===== src/rtl/core/mmor_pkg.sv =====
// Package for the moving mean unit with outlier rejection.
// Holds default parameters, register indexes, reset values and port widths.
// No dependencies.
`default_nettype none

package mmor_pkg;

  localparam int WINDOW_DEF      = 64;
  localparam int SAMPLE_BITS_DEF = 16;
  localparam int ALPHA_BITS      = 16;
  localparam int PADDR_W         = 3;
  localparam int PDATA_W         = 32;

  localparam logic REG_IDX_REJECT_ENABLE = 1'b0;
  localparam logic REG_IDX_ALPHA         = 1'b1;

  localparam logic                  REJECT_ENABLE_RST = 1'b1;
  localparam logic [ALPHA_BITS-1:0] ALPHA_RST         = 16'h8000;

endpackage

`default_nettype wire


===== src/rtl/core/mmor_if.sv =====
// Stream interfaces for the moving mean unit: input samples and results.
// Depends on mmor_pkg for the default sample width.
`default_nettype none

interface mmor_in_if import mmor_pkg::*; #(
  parameter int SAMPLE_BITS = SAMPLE_BITS_DEF
);
  logic                          valid;
  logic                          ready;
  logic signed [SAMPLE_BITS-1:0] sample;
  logic                          restart;

  modport source (output valid, sample, restart, input ready);
  modport sink (input valid, sample, restart, output ready);
endinterface

interface mmor_out_if import mmor_pkg::*; #(
  parameter int SAMPLE_BITS = SAMPLE_BITS_DEF
);
  logic                          valid;
  logic                          ready;
  logic signed [SAMPLE_BITS-1:0] kept_sample;
  logic signed [SAMPLE_BITS-1:0] mean;
  logic                          outlier;

  modport source (output valid, kept_sample, mean, outlier, input ready);
  modport sink (input valid, kept_sample, mean, outlier, output ready);
endinterface

`default_nettype wire


===== src/rtl/core/moving_mean_outlier_reject_unit.sv =====
// Moving mean over a power-of-two window with outlier replacement.
// Each result is registered in the two-entry result buffer when its input is accepted.
// Throughput: one transaction per cycle while the result buffer is not full, set by the
// feedback of the previous mean through the threshold multiply, the sum update and the
// shift, with the delay memory doing one read and one write per cycle.
// Reset (synchronous) clears control state; the delay memory is not cleared.
`default_nettype none

module moving_mean_outlier_reject_unit import mmor_pkg::*; #(
  parameter int WINDOW      = WINDOW_DEF,
  parameter int SAMPLE_BITS = SAMPLE_BITS_DEF
) (
  input  wire logic               clk,
  input  wire logic               rst,
  input  wire logic               psel,
  input  wire logic               penable,
  input  wire logic               pwrite,
  input  wire logic [PADDR_W-1:0] paddr,
  input  wire logic [PDATA_W-1:0] pwdata,
  output logic      [PDATA_W-1:0] prdata,
  output logic                    pready,
  mmor_in_if.sink                 samples,
  mmor_out_if.source              results
);

  localparam int LOG_W  = $clog2(WINDOW);
  localparam int PTR_W  = (LOG_W < 1) ? 1 : LOG_W;
  localparam int FILL_W = $clog2(WINDOW + 1);
  localparam int SUM_W  = SAMPLE_BITS + LOG_W;
  localparam int PROD_W = ALPHA_BITS + SAMPLE_BITS;
  localparam int CMP_W  = SAMPLE_BITS + 1 + ALPHA_BITS;

  localparam logic [FILL_W-1:0] FILL_FULL = FILL_W'(WINDOW);
  localparam logic [PTR_W-1:0]  PTR_LAST  = PTR_W'(WINDOW - 1);
  localparam logic [PTR_W-1:0]  PTR_ONE   = PTR_W'(1);

  // Configuration registers.
  logic                  reject_enable;
  logic [ALPHA_BITS-1:0] alpha;
  logic                  cfg_write;

  assign pready    = 1'b1;
  assign cfg_write = psel && penable && pwrite && pready;

  always_ff @(posedge clk) begin
    if (rst) begin
      reject_enable <= REJECT_ENABLE_RST;
      alpha         <= ALPHA_RST;
    end else if (cfg_write) begin
      unique case (paddr[2])
        REG_IDX_REJECT_ENABLE: reject_enable <= pwdata[0];
        REG_IDX_ALPHA:         alpha         <= pwdata[ALPHA_BITS-1:0];
      endcase
    end
  end

  always_comb begin
    unique case (paddr[2])
      REG_IDX_REJECT_ENABLE: prdata = {{(PDATA_W-1){1'b0}}, reject_enable};
      REG_IDX_ALPHA:         prdata = {{(PDATA_W-ALPHA_BITS){1'b0}}, alpha};
    endcase
  end

  // Filter state.
  logic                          started;
  logic [PTR_W-1:0]              wp;
  logic [FILL_W-1:0]             fill_count;
  logic signed [SAMPLE_BITS-1:0] first_value;
  logic signed [SUM_W-1:0]       window_sum;
  logic signed [SAMPLE_BITS-1:0] last_mean;

  logic signed [SAMPLE_BITS-1:0] delay_store [WINDOW];
  logic signed [SAMPLE_BITS-1:0] rd_data;

  logic                          in_fire;
  logic                          init;
  logic signed [SAMPLE_BITS-1:0] x;
  logic signed [SAMPLE_BITS-1:0] m;
  logic signed [SAMPLE_BITS:0]   dsub;
  logic [SAMPLE_BITS:0]          diff;
  logic [SAMPLE_BITS-1:0]        absm;
  logic [PROD_W-1:0]             rhs;
  logic [CMP_W-1:0]              lhs;
  logic                          kept_outlier;
  logic signed [SAMPLE_BITS-1:0] kept_sample;
  logic signed [SAMPLE_BITS-1:0] oldest;
  logic signed [SUM_W-1:0]       sum_base;
  logic signed [SUM_W-1:0]       window_sum_next;
  logic signed [SAMPLE_BITS-1:0] last_mean_next;
  logic [PTR_W-1:0]              wr_addr;
  logic [PTR_W-1:0]              wp_next;
  logic [FILL_W-1:0]             fill_count_next;
  logic [PTR_W-1:0]              rd_addr;

  assign in_fire = samples.valid && samples.ready;
  assign x       = samples.sample;
  assign init    = samples.restart || !started;
  assign m       = init ? x : last_mean;

  always_comb begin
    dsub = (SAMPLE_BITS+1)'(m) - (SAMPLE_BITS+1)'(x);
    diff = dsub[SAMPLE_BITS] ? (SAMPLE_BITS+1)'(-dsub) : (SAMPLE_BITS+1)'(dsub);
    absm = m[SAMPLE_BITS-1] ? SAMPLE_BITS'(-m) : SAMPLE_BITS'(m);
    rhs  = PROD_W'(alpha) * PROD_W'(absm);
    lhs  = {diff, {ALPHA_BITS{1'b0}}};
  end

  assign kept_outlier = reject_enable && (lhs > CMP_W'(rhs));
  assign kept_sample  = kept_outlier ? m : x;

  always_comb begin
    if (init) begin
      oldest = x;
    end else if (fill_count != FILL_FULL) begin
      oldest = first_value;
    end else begin
      oldest = rd_data;
    end
    sum_base        = init ? SUM_W'({x, {LOG_W{1'b0}}}) : window_sum;
    window_sum_next = sum_base + SUM_W'(kept_sample) - SUM_W'(oldest);
    last_mean_next  = window_sum_next[LOG_W +: SAMPLE_BITS];
    wr_addr         = init ? '0 : wp;
    wp_next         = (wr_addr == PTR_LAST) ? '0 : wr_addr + PTR_ONE;
    if (init) begin
      fill_count_next = FILL_W'(1);
    end else if (fill_count != FILL_FULL) begin
      fill_count_next = fill_count + FILL_W'(1);
    end else begin
      fill_count_next = fill_count;
    end
    rd_addr = in_fire ? wp_next : wp;
  end

  always_ff @(posedge clk) begin
    if (rst) begin
      started     <= 1'b0;
      wp          <= '0;
      fill_count  <= '0;
      first_value <= '0;
      window_sum  <= '0;
      last_mean   <= '0;
    end else if (in_fire) begin
      started     <= 1'b1;
      wp          <= wp_next;
      fill_count  <= fill_count_next;
      window_sum  <= window_sum_next;
      last_mean   <= last_mean_next;
      if (init) begin
        first_value <= x;
      end
    end
  end

  always_ff @(posedge clk) begin
    if (in_fire) begin
      delay_store[wr_addr] <= kept_sample;
    end
    rd_data <= delay_store[rd_addr];
  end

  // Two-entry result buffer so input transactions continue while a result waits.
  logic [1:0]                    out_count;
  logic signed [SAMPLE_BITS-1:0] slot_kept [2];
  logic signed [SAMPLE_BITS-1:0] slot_mean [2];
  logic                          slot_outl [2];
  logic                          out_fire;

  assign samples.ready       = (out_count != 2'd2);
  assign results.valid       = (out_count != 2'd0);
  assign results.kept_sample = slot_kept[0];
  assign results.mean        = slot_mean[0];
  assign results.outlier     = slot_outl[0];
  assign out_fire            = results.valid && results.ready;

  always_ff @(posedge clk) begin
    if (rst) begin
      out_count <= 2'd0;
    end else begin
      out_count <= out_count + {1'b0, in_fire} - {1'b0, out_fire};
    end
  end

  always_ff @(posedge clk) begin
    if (in_fire && (out_count == 2'd0 || (out_count == 2'd1 && out_fire))) begin
      slot_kept[0] <= kept_sample;
      slot_mean[0] <= last_mean_next;
      slot_outl[0] <= kept_outlier;
    end else if (out_fire && out_count == 2'd2) begin
      slot_kept[0] <= slot_kept[1];
      slot_mean[0] <= slot_mean[1];
      slot_outl[0] <= slot_outl[1];
    end
    if (in_fire && out_count == 2'd1 && !out_fire) begin
      slot_kept[1] <= kept_sample;
      slot_mean[1] <= last_mean_next;
      slot_outl[1] <= kept_outlier;
    end
  end

  // A restart or the first transaction leaves exactly one sample in the window.
  a_restart_fill: assert property (@(posedge clk) disable iff (rst)
    in_fire && init |=> started && fill_count == FILL_W'(1) && wp == PTR_ONE)
    else $error("window not refilled after restart");

  // A replaced sample takes the previous mean.
  a_outlier_value: assert property (@(posedge clk) disable iff (rst)
    in_fire && kept_outlier |-> !init && kept_sample == last_mean)
    else $error("outlier not replaced by the previous mean");

  // With rejection off the sample passes unchanged.
  a_reject_off: assert property (@(posedge clk) disable iff (rst)
    in_fire && !reject_enable |-> !kept_outlier && kept_sample == x)
    else $error("sample altered with rejection disabled");

  // The result buffer never overflows and a push always yields a valid result.
  a_buffer: assert property (@(posedge clk) disable iff (rst)
    in_fire |=> results.valid && out_count != 2'd3)
    else $error("result buffer lost a transaction");

endmodule

`default_nettype wire

===== src/flat_wrapper.sv =====
// flat-port wrapper written by rule: the top's interface ports become plain ports
module moving_mean_outlier_reject_unit_flat import mmor_pkg::*;
#(
  parameter int WINDOW      = WINDOW_DEF,
  parameter int SAMPLE_BITS = SAMPLE_BITS_DEF
)
  (clk, rst, psel, penable, pwrite, paddr, pwdata, prdata, pready, samples_valid, samples_sample, samples_restart, samples_ready, results_valid, results_kept_sample, results_mean, results_outlier, results_ready);
  mmor_in_if #(.SAMPLE_BITS(SAMPLE_BITS)) samples_i ();
  mmor_out_if #(.SAMPLE_BITS(SAMPLE_BITS)) results_i ();
  input  wire logic clk;
  input  wire logic rst;
  input  wire logic psel;
  input  wire logic penable;
  input  wire logic pwrite;
  input  wire logic [PADDR_W-1:0] paddr;
  input  wire logic [PDATA_W-1:0] pwdata;
  output logic      [PDATA_W-1:0] prdata;
  output logic pready;
  input wire logic [$bits(samples_i.valid)-1:0] samples_valid;
  input wire logic [$bits(samples_i.sample)-1:0] samples_sample;
  input wire logic [$bits(samples_i.restart)-1:0] samples_restart;
  output wire logic [$bits(samples_i.ready)-1:0] samples_ready;
  output wire logic [$bits(results_i.valid)-1:0] results_valid;
  output wire logic [$bits(results_i.kept_sample)-1:0] results_kept_sample;
  output wire logic [$bits(results_i.mean)-1:0] results_mean;
  output wire logic [$bits(results_i.outlier)-1:0] results_outlier;
  input wire logic [$bits(results_i.ready)-1:0] results_ready;
  assign samples_i.valid = samples_valid;
  assign samples_i.sample = samples_sample;
  assign samples_i.restart = samples_restart;
  assign samples_ready = samples_i.ready;
  assign results_valid = results_i.valid;
  assign results_kept_sample = results_i.kept_sample;
  assign results_mean = results_i.mean;
  assign results_outlier = results_i.outlier;
  assign results_i.ready = results_ready;
  moving_mean_outlier_reject_unit #(.WINDOW(WINDOW), .SAMPLE_BITS(SAMPLE_BITS)) u_core (.clk(clk), .rst(rst), .psel(psel), .penable(penable), .pwrite(pwrite), .paddr(paddr), .pwdata(pwdata), .prdata(prdata), .pready(pready), .samples(samples_i), .results(results_i));
endmodule

===== config.mk =====
export PLATFORM = sky130hd
export DESIGN_NAME = moving_mean_outlier_reject_unit_flat
export DESIGN_NICKNAME = d
export VERILOG_FILES = /design/src/rtl/core/mmor_pkg.sv /design/src/rtl/core/mmor_if.sv /design/src/rtl/core/moving_mean_outlier_reject_unit.sv /design/src/flat_wrapper.sv
export SDC_FILE = /design/constraint.sdc
export NUM_CORES = 2
export LEC_CHECK = 0
export ABC_AREA = 1
export BUFFER_PORTS_ARGS = -buffer_cell sky130_fd_sc_hd__buf_4
export CAP_MARGIN = 20
export CORE_MARGIN = 2
export CORE_UTILIZATION = 42
export CTS_BUF_LIST = sky130_fd_sc_hd__clkbuf_4 sky130_fd_sc_hd__clkbuf_8
export CTS_CLUSTER_SIZE = 28
export DETAILED_ROUTE_END_ITERATION = 16
export PLACE_DENSITY = 0.66
export REMOVE_ABC_BUFFERS = 1
export SLEW_MARGIN = 30
export SYNTH_ARGS = -nofsm -noshare
export SYNTH_HDL_FRONTEND = slang
export SYNTH_SLANG_ARGS = --single-unit

===== constraint.sdc =====
create_clock -name clk -period 13.46 [get_ports clk]
set_input_delay 0.673 -clock clk [delete_from_list [all_inputs] [get_ports clk]]
set_output_delay 0.673 -clock clk [all_outputs]
set_load 0.02 [all_outputs]

==> impl_metrics.csv <==
group,metric,value,unit
worst_setup_path,required,14.12,ns
clocking,clkSinkCount,1177,
floorplanning,fp.dieW,382.2,microns
power_and_ir_drop,total_power,13.51,mW
floorplanning,initial_core_util,42.38,%
sta,fin_crit,12.51,ns
clocking,numCtsBuffers,185,
worst_setup_path,reg2reg_depth,64,
detailed_routing,postRouteWirelength,160100,microns
final_layout,fillers,12690,
worst_setup_path,end_kind,"flip-flop",
grt,grt_start_max_net_pins,223,
placed_design,dp_hpwl,99810,microns
placed_design,placedInstanceArea,62660,sq um
logic_synthesis,ys_warn_count,0,
min_path,hp-class,"input pin to flip-flop",
worst_setup_path,crit_arrival,13.17,ns
detailed_routing,viasPerCell,5.475,
detailed_routing,postRouteAntennaNets,0,
logic_synthesis,synth_top_area_share,54.48,%
worst_setup_path,cp_max_fo,29,
logic_synthesis,yosys.cell_types.count,63,
outcome,outcome,"completed",
logic_synthesis,synthesis.area,60080,sq um
run,cap_violations,0,
clocking,cts-root-buf,"clkbuf_8",
floorplanning,core_area,141800,sq um
placed_design,portBuffers,91,
sta,rsz0062_at_grt,"false",
sta,fmax,79.92,MHz
min_path,min_to,"u_core.first_value[13]",
logic_synthesis,synthArstFlopShare,0,%
logic_synthesis,synth-edff-count,1090,
detailed_routing,drtIter0Drc,4181,
grt,grt_util_all_layers,21.68,%
clocking,h-tree-depth,4,
logic_synthesis,synth.avg_cell_area,11.17,sq um
logic_synthesis,synthFlopType,"edfxtp_1",
sta,relSlewSlack,29.73,%
power_and_ir_drop,cellLeakagePower,24.52,nW
min_path,hold_depth,3,
grt,grt_pass1_wl,242500,microns
worst_setup_path,reg2reg_slack,0.95,ns
clocking,cts_tree,"yes",
clocking,clk_pin_slew,0.06,ns
worst_setup_path,cp_common_cell,"nand2_1",
placed_design,gp_congestion,0.9385,
floorplanning,dieArea,146100,sq um
grt,antenna_found_initial,2,
clocking,clk_latency,0.91,ns
power_and_ir_drop,power_density,203.4,nW/um^2
grt,grt_pass1_vias,40560,
min_path,min_from,"samples_sample[13]",
final_layout,num-nets-final,5937,
final_layout,syn_to_final_growth,10.58,%
grt,grt-ovfl-total,0,
sta,fin_setup_tns,0,ns
worst_setup_path,cpPeakStageDelay,0.54,ns
power_and_ir_drop,vdd_drop_max,211.1,uV
logic_synthesis,ys_seq_elements,1177,
worst_setup_path,r2r-end,"u_core.slot_mean[0][13]",
worst_setup_path,crit_type,"flip-flop to flip-flop",
final_layout,final_area,66440,sq um
floorplanning,num_rows,138,
final_layout,drive_above_1_share,13.97,%
sta,drv_slew,0,
placed_design,place_inst,7186,
sta,fin_worst_skew,0.05652,ns
clocking,postCtsSetupRepairBufs,0,
logic_synthesis,yosysTopAreaCell,"edfxtp_1",
sta,hold_viol,0,
final_layout,final_cells,7538,
detailed_routing,drt_pass1_iterations,6,
sta,setup_viol,0,
sta,min_period_over_period,92.96,%
worst_setup_path,startpoint_type,"flip-flop",
clocking,cts_buffer_depth,3,
logic_synthesis,synthTopCellsByArea,"edfxtp_1 54%, fa_1 7.1%, o21ai_0 4.3%, o211ai_1 4.0%, nand2_1 3.5%",
detailed_routing,drc_errors,0,
logic_synthesis,ys_seq_area_share,57.38,%
worst_setup_path,crit_slowest_cell,"fa_1",
floorplanning,ios,127,
worst_setup_path,rr_startpoint,"u_core.started",
logic_synthesis,synthesis.instances,5380,
detailed_routing,routedWlPerCell,21.23,microns
detailed_routing,dr_total_vias,41270,
floorplanning,die_y,382.2,microns
sta,tightest_slew,1.054,ns
[registers in the layout, summed over array words and instances, names as in the netlist, 2 cells and up]
| register | count |
|---|---|
| u_core.wp | 6 |
| u_core.slot_outl | 2 |
| u_core.window_sum | 6 |
| u_core.rd_data | 16 |
| u_core.first_value | 16 |
| u_core.last_mean | 16 |
| u_core.delay_store | 1024 |
| u_core.alpha | 16 |
| u_core.out_count | 2 |
| u_core.slot_kept | 32 |
| u_core.fill_count | 7 |
| u_core.slot_mean | 32 |
[placed cells by master (no fill, tap or decap), types with 5 or more instances in the layout]
cell type / Yosys / routed
a211oi_1: 5 / 5
a21oi_1: 102 / 102
a31oi_1: 8 / 8
buf_4: 81 / 233
clkbuf_4: 0 / 73
clkbuf_8: 0 / 185
clkinv_1: 10 / 56
clkinv_2: 0 / 16
conb_1: 2 / 17
dfxtp_1: 87 / 87
dlygate4sd3_1: 0 / 14
edfxtp_1: 1090 / 1090
fa_1: 213 / 213
ha_1: 168 / 168
inv_1: 515 / 499
inv_2: 23 / 30
inv_4: 2 / 6
inv_8: 0 / 6
nand2_1: 561 / 560
nand2_2: 16 / 16
nand3_1: 181 / 181
nand3_2: 6 / 6
nand3b_1: 6 / 6
nand4_1: 23 / 23
nor2_1: 554 / 552
nor2_2: 13 / 14
nor3_1: 19 / 12
nor3_2: 1 / 8
o211ai_1: 322 / 322
o21ai_0: 516 / 515
o21ai_1: 45 / 46
o21ai_2: 19 / 19
o21bai_1: 6 / 6
o221ai_1: 32 / 32
o22ai_1: 129 / 128
or2_0: 93 / 93
or2_1: 32 / 32
or2_2: 134 / 134
xnor2_1: 25 / 25
xor2_1: 41 / 40
[through the flow]
step | hold slack, ns | util (%) | worst slack, ns
6_report | 0.08919 | 46.87 | 0.9469
5_1_grt | 0.06143 | 46.86 | 0.08598
4_1_cts | 0.003091 | 46.86 | 0.8977
3_5_place_dp | 0.4418 | 44.20 | 0.3670
3_3_place_gp | 0.4378 | 44.19 | 0.5361
2_1_floorplan | 0.4318 | - | 1.075
[area by class of cell]
| type | count | area (sq um) | share of cell area, % |
|---|---|---|---|
| repair buffers | 250 | 1932 | 2.908 |
| multi-input cells | 3333 | 21930 | 33.00 |
| diodes | 2 | 5.005 | 0.007533 |
| clock inverters | 78 | 526.8 | 0.7929 |
| flip-flops and latches | 1177 | 34470 | 51.89 |
| well taps | 1890 | 2365 | 3.559 |
| clock buffers | 258 | 3094 | 4.657 |
| inverters | 550 | 2115 | 3.183 |
[where the power goes]
| group | internal, mW | switching (mW) | total [mW] |
|---|---|---|---|
| clock | 1.53 | 1.44 | 2.97 |
| combinational | 1.43 | 3.77 | 5.20 |
| sequential | 5.27 | 0.0663 | 5.34 |
| total | 8.23 | 5.28 | 13.5 |
[synthesized netlist by cell type, types with 4 or more instances]
cell type and n:
or2_0 93, a211oi_1 5, or2_2 134, nand2_1 561, buf_2 64, buf_4 81
o22ai_1 129, buf_6 19, xnor2_1 25, inv_1 515, a21oi_1 102, a31oi_1 8
o21bai_1 6, o21ai_1 45, nor4_1 4, edfxtp_1 1090, nand3b_1 6, o211ai_1 322
inv_2 23, nand4_1 23, xor2_1 41, nand3_2 6, nor2_2 13, dfxtp_1 87
nor3_1 19, o21ai_0 516, buf_1 11, ha_1 168, fa_1 213, nand2_2 16
o21ai_2 19, nor2_1 554, clkinv_1 10, nand3_1 181, o221ai_1 32, clkbuf_1 160
or2_1 32
[kinds of logic (layout without fill, tap and decap cells)]
| group | after synthesis | after routing | synth area share [%] |
|---|---|---|---|
| xor gates and xnor gates | 66 | 66 | 0.9621 |
| AOI/OAI and AO/OA | 1209 | 1209 | 12.26 |
| adders and majority gates | 381 | 381 | 10.60 |
| DFF | 1177 | 1177 | 57.38 |
| other | 2 | 19 | 0.01250 |
| buffers and inverters | 885 | 1136 | 6.414 |
| and+or+nand+nor | 1660 | 1660 | 12.38 |
[timing repair]
action,CTS,global route
endpoints found under the setup margin,0,5
hold endpoints to repair,15,0
gates resized for setup,0,3
hold buffers,14,0
[critical path, delay by kind of cell (launching register included)]
family | cells | cell delay [ns]
xor+xnor | 2 | 0.25
buf+inv | 13 | 1.67
compound gates | 15 | 2.81
simple gates | 23 | 2.64
fa+ha+maj | 11 | 4.47
flops | 1 | 0.39
[per-layer routing]
layer / GRT usage, % / part of all wire, % / up-vias
li1: - / - / 19040
met1: 29.27 / 42 / 20240
met2: 34.26 / 46 / 1664
met3: 4.361 / 8.4 / 316
met4: 8.851 / 3.7 / 0
met5: 0 / 0 / -
[worst max-delay path by stage]
stage / start / end / slack (ns) / depth (start not counted)
3_3_place_gp: samples_restart / u_core.slot_mean[0][15] / 0.54 / 66
3_5_place_dp: samples_restart / u_core.slot_mean[0][15] / 0.37 / 67
2_1_floorplan: samples_restart / u_core.slot_mean[0][15] / 1.08 / 66
6_report: u_core.started / u_core.slot_mean[0][13] / 0.95 / 64
5_1_grt: u_core.started / u_core.slot_mean[0][14] / 0.09 / 66
4_1_cts: u_core.started / u_core.slot_mean[0][15] / 0.90 / 65
Power figures use the tool's default switching activity.
